## src/rtl/core/ljv_div.sv

```systemverilog
// Restoring shift-subtract divider, one quotient bit per cycle.
module ljv_div #(
  parameter int NUM_W = 64,
  parameter int DEN_W = 30
) (
  input  logic             clk,
  input  logic             rst,
  input  logic             start,
  input  logic [NUM_W-1:0] num,
  input  logic [DEN_W-1:0] den,
  output logic             done,
  output logic [NUM_W-1:0] quo,
  output logic [DEN_W-1:0] rem
);

  localparam int CNT_W = $clog2(NUM_W);

  logic             busy;
  logic [CNT_W-1:0] cnt;
  logic [DEN_W-1:0] den_r;
  logic [DEN_W:0]   trial;
  logic             fits;

  // next partial remainder and quotient bit
  always_comb begin
    trial = {rem, quo[NUM_W-1]};
    fits  = trial >= {1'b0, den_r};
  end

  // control
  always_ff @(posedge clk) begin
    if (rst) begin
      busy <= 1'b0;
      done <= 1'b0;
      cnt  <= '0;
    end else begin
      done <= 1'b0;
      if (start) begin
        busy <= 1'b1;
        cnt  <= CNT_W'(NUM_W - 1);
      end else if (busy) begin
        if (cnt == '0) begin
          busy <= 1'b0;
          done <= 1'b1;
        end else begin
          cnt <= cnt - 1'b1;
        end
      end
    end
  end

  // datapath: dividend shifts out as quotient shifts in
  always_ff @(posedge clk) begin
    if (start) begin
      quo   <= num;
      rem   <= '0;
      den_r <= den;
    end else if (busy) begin
      rem <= fits ? DEN_W'(trial - {1'b0, den_r}) : trial[DEN_W-1:0];
      quo <= {quo[NUM_W-2:0], fits};
    end
  end

endmodule

```

## config.mk

```make
export PLATFORM = sky130hd
export DESIGN_NAME = ljv_div
export DESIGN_NICKNAME = d
export VERILOG_FILES = /design/src/rtl/core/ljv_div.sv
export SDC_FILE = /design/constraint.sdc
export NUM_CORES = 1
export LEC_CHECK = 0
export ABC_AREA = 1
export BUFFER_PORTS_ARGS = -buffer_cell sky130_fd_sc_hd__buf_2
export CAP_MARGIN = 5
export CORE_ASPECT_RATIO = 1.1
export CORE_MARGIN = 5
export CORE_UTILIZATION = 58
export DETAILED_ROUTE_END_ITERATION = 8
export PLACE_DENSITY = 0.86
export SETUP_SLACK_MARGIN = 0.5
export SKIP_LAST_GASP = 1
export SYNTH_ARGS = -nofsm -noshare
export SYNTH_HDL_FRONTEND = slang
export SYNTH_SLANG_ARGS = --single-unit
```

## constraint.sdc

```tcl
create_clock -name clk -period 6.52 [get_ports clk]
set_input_delay 0.326 -clock clk [delete_from_list [all_inputs] [get_ports clk]]
set_output_delay 0.326 -clock clk [all_outputs]
set_load 0.05 [all_outputs]
```

==> metrics.md <==
| Metric | Value |
|---|---|
| H-tree levels | `4` |
| CTS tree | `done` |
| CP cell instances | `buf_4 -> inv_2 -> buf_4 -> nand2_1 -> inv_1 -> nand3_1 -> o21ai_1` |
| Initial Utilization | `58.85%` |
| DIE HEIGHT | `131.2 um` |
| # hold bufs at CTS | `0` |
| Power Density | `245.9 nW/um^2` |
| Gate Count Post-Synth | `1048` |
| Critical-path maximum fanout | `98` |
| Overall global routing resource usage | `26.47%` |
| Initial antenna violation count | `1` |
| CP max-delay cell | `buf_4` |
| Critical path arrival | `2950 ps` |
| Die span in x | `120.2 um` |
| CP required | `6810 ps` |
| # fillers | `1091` |
| IO Pins | `192` |
| Final setup viols | `0` |
| Dpl ws | `3454 ps` |
| EDFF count, synth | `94` |
| Rows | `44` |
| Largest cells by area after synthesis | `edfxtp_1 36%, nand2_1 22%, dfxtp_1 9.8%, inv_1 6.5%, ha_1 5.3%` |
| Vias in the first global route | `7182` |
| Reg2Reg Setup Slack | `4010 ps` |
| Clk slew on worst S/H paths | `60 ps` |
| Critical path class | `in -> reg` |
| Max frequency | `376.9 MHz` |
| CTS sink count | `132` |
| HPWL Detailed | `15690 um` |
| Root Driver | `clkbuf_16` |
| Iter 0 DRT Violations | `565` |
| CTS Buffer Depth | `2` |
| Skew-Pair Late Insertion Delay | `420 ps` |
| P&R area growth vs syn | `20.58%` |
| YS warnings | `0` |
| Yosys top cell by area | `edfxtp_1` |
| First-pass GRT wire length | `33510 um` |
| Synth cell count leaders | `455 x nand2_1, 134 x inv_1, 94 x edfxtp_1` |
| Largest stage delay, worst path | `750 ps` |
| Relative slew slack | `26.62%` |
| Fin nets | `1366` |
| Largest net degree at the start of global routing | `99` |
| Total grt overflow | `0` |
| Setup Skew | `6.531 ps` |
| #FFs+latches synth | `132` |
| Peak VDD IR | `0.1798 mV` |
| Synth top area share | `36.45%` |
| GP Congestion | `0.9453` |
| Setup TNS | `0 ps` |
| Pleak | `4.931 nW` |
| Sequential share of the synthesized area | `46.28%` |
| First-pass DRT Iterations | `7` |
| Post-synth top flop | `edfxtp_1` |
| Post-Route WL | `20910 um` |
| Most frequent cell after synthesis | `nand2_1` |
| Worst setup EP type | `flop` |
| Syn avg cell area | `7.389 um^2` |
| I/O Buffers | `191` |
| Part of the cycle the worst path needs | `40.70%` |
| Post-route ant nets | `0` |
| Distinct cells, synth | `37` |
| Die area | `15760 um^2` |
| Max Cap Violations | `0` |
| Post-route minimum period | `2653 ps` |
| DRC | `0` |
| CTS resizes | `0` |
| Cell area after synthesis | `7744 um^2` |
| Vias per cell | `5.175` |
| Slew Viols, Final | `0` |
| Setup ws final | `3867 ps` |
| RSZ-0062 raised after global routing | `no` |
| Most frequent CP cell | `buf_4` |
| CP Launch Type | `input port` |
| Worst-Margin Slew | `1101 ps` |
| DR WL/cell | `14.83 um` |
| Ys async rst share | `0%` |
| CTS buffer count | `17` |
| Vias | `7297` |
| Post-CTS Setup Inserts | `0` |
| Syn nets | `1179` |
| Final Hold Viols | `0` |
| Hold WC Path Type | `in -> reg` |
| Core area | `13160 um^2` |
| Ratio of cells with drive above 1 in the final layout | `19.95%` |
| Outcome | `finished, final reports clean` |
-- stage by stage --
| stage | instance area (um^2) | util [%] | std cells | hold slack, ps | total power (W) |
|---|---|---|---|---|---|
| 6_report | 9338 | 70.97 | 1410 | 78.53 | 0.002296 |
| 5_1_grt | 9338 | 70.97 | 1410 | 63.57 | 0.002380 |
| 4_1_cts | 9335 | 70.95 | 1409 | 66.56 | 0.002310 |
| 3_5_place_dp | 8800 | 66.88 | 1377 | 469.7 | 0.001439 |
| 3_3_place_gp | 8800 | 66.88 | 1377 | 454.9 | 0.001428 |
| 2_1_floorplan | 7744 | - | 1048 | 424.9 | 0.001317 |
-- state kept, by name, summed over array words and instances, names as in the netlist --
signal  count
den_r      30
done        1
busy        1
cnt         6
rem        30
quo        64
-- critical path, delay by kind of cell --
kind | cells | cell delay [ps]
AO/OA/AOI/OAI | 1 | 80
AND/OR/NAND/NOR | 2 | 780
buffers and inverters | 4 | 1620
-- area by class of cell --
class,count,area [um^2],area share (%)
Multi-Input combinational cell,745,3490,37.37
Sequential cell,132,3583,38.38
Inverter,145,544.3,5.829
Timing Repair Buffer,194,980.9,10.51
Tap cell,161,201.4,2.157
Clock inverter,14,106.4,1.139
Antenna cell,1,2.502,0.02680
Clock buffer,18,429.2,4.596
-- power by group --
part           switching (W)  internal, W
clock               0.000385     0.000488
combinational       0.000307     0.000106
sequential         0.0000338     0.000976
-- routing by layer --
metal / GRT usage [%] / wire, um
met1: 31.07 / 7952
met3: 7.395 / 1784
met2: 45.11 / 10400
met5: 0 / 0
met4: 11.65 / 770
-- path summary, 6_finish.rpt --
kind               to      start  cells past startpoint
min          den_r[9]     den[9]                      1
max            rem[6]      start                      7
min reg2reg   rem[22]    rem[22]                      2
max reg2reg   rem[19]  den_r[18]                     12
-- cells in the final DEF (no fill, tap or decap), types with 12 or more instances in the layout --
cell type / count
edfxtp_1: 94
xnor2_1: 12
nand3_1: 71
nand4_1: 13
nor2_1: 72
buf_2: 190
a21oi_1: 28
inv_1: 133
nand2_1: 455
dfxtp_1: 38
ha_1: 33
clkbuf_16: 17
-- logic make-up after synthesis --
family,count (synthesis),synth area share [%]
adders and majority gates,34,5.591
xor gates and xnor gates,14,1.583
AOI/OAI and AO/OA,54,3.716
and+or+nand+nor,643,34.17
buffers and inverters,171,8.660
DFF,132,46.28
(Power assumes the default switching activity.)
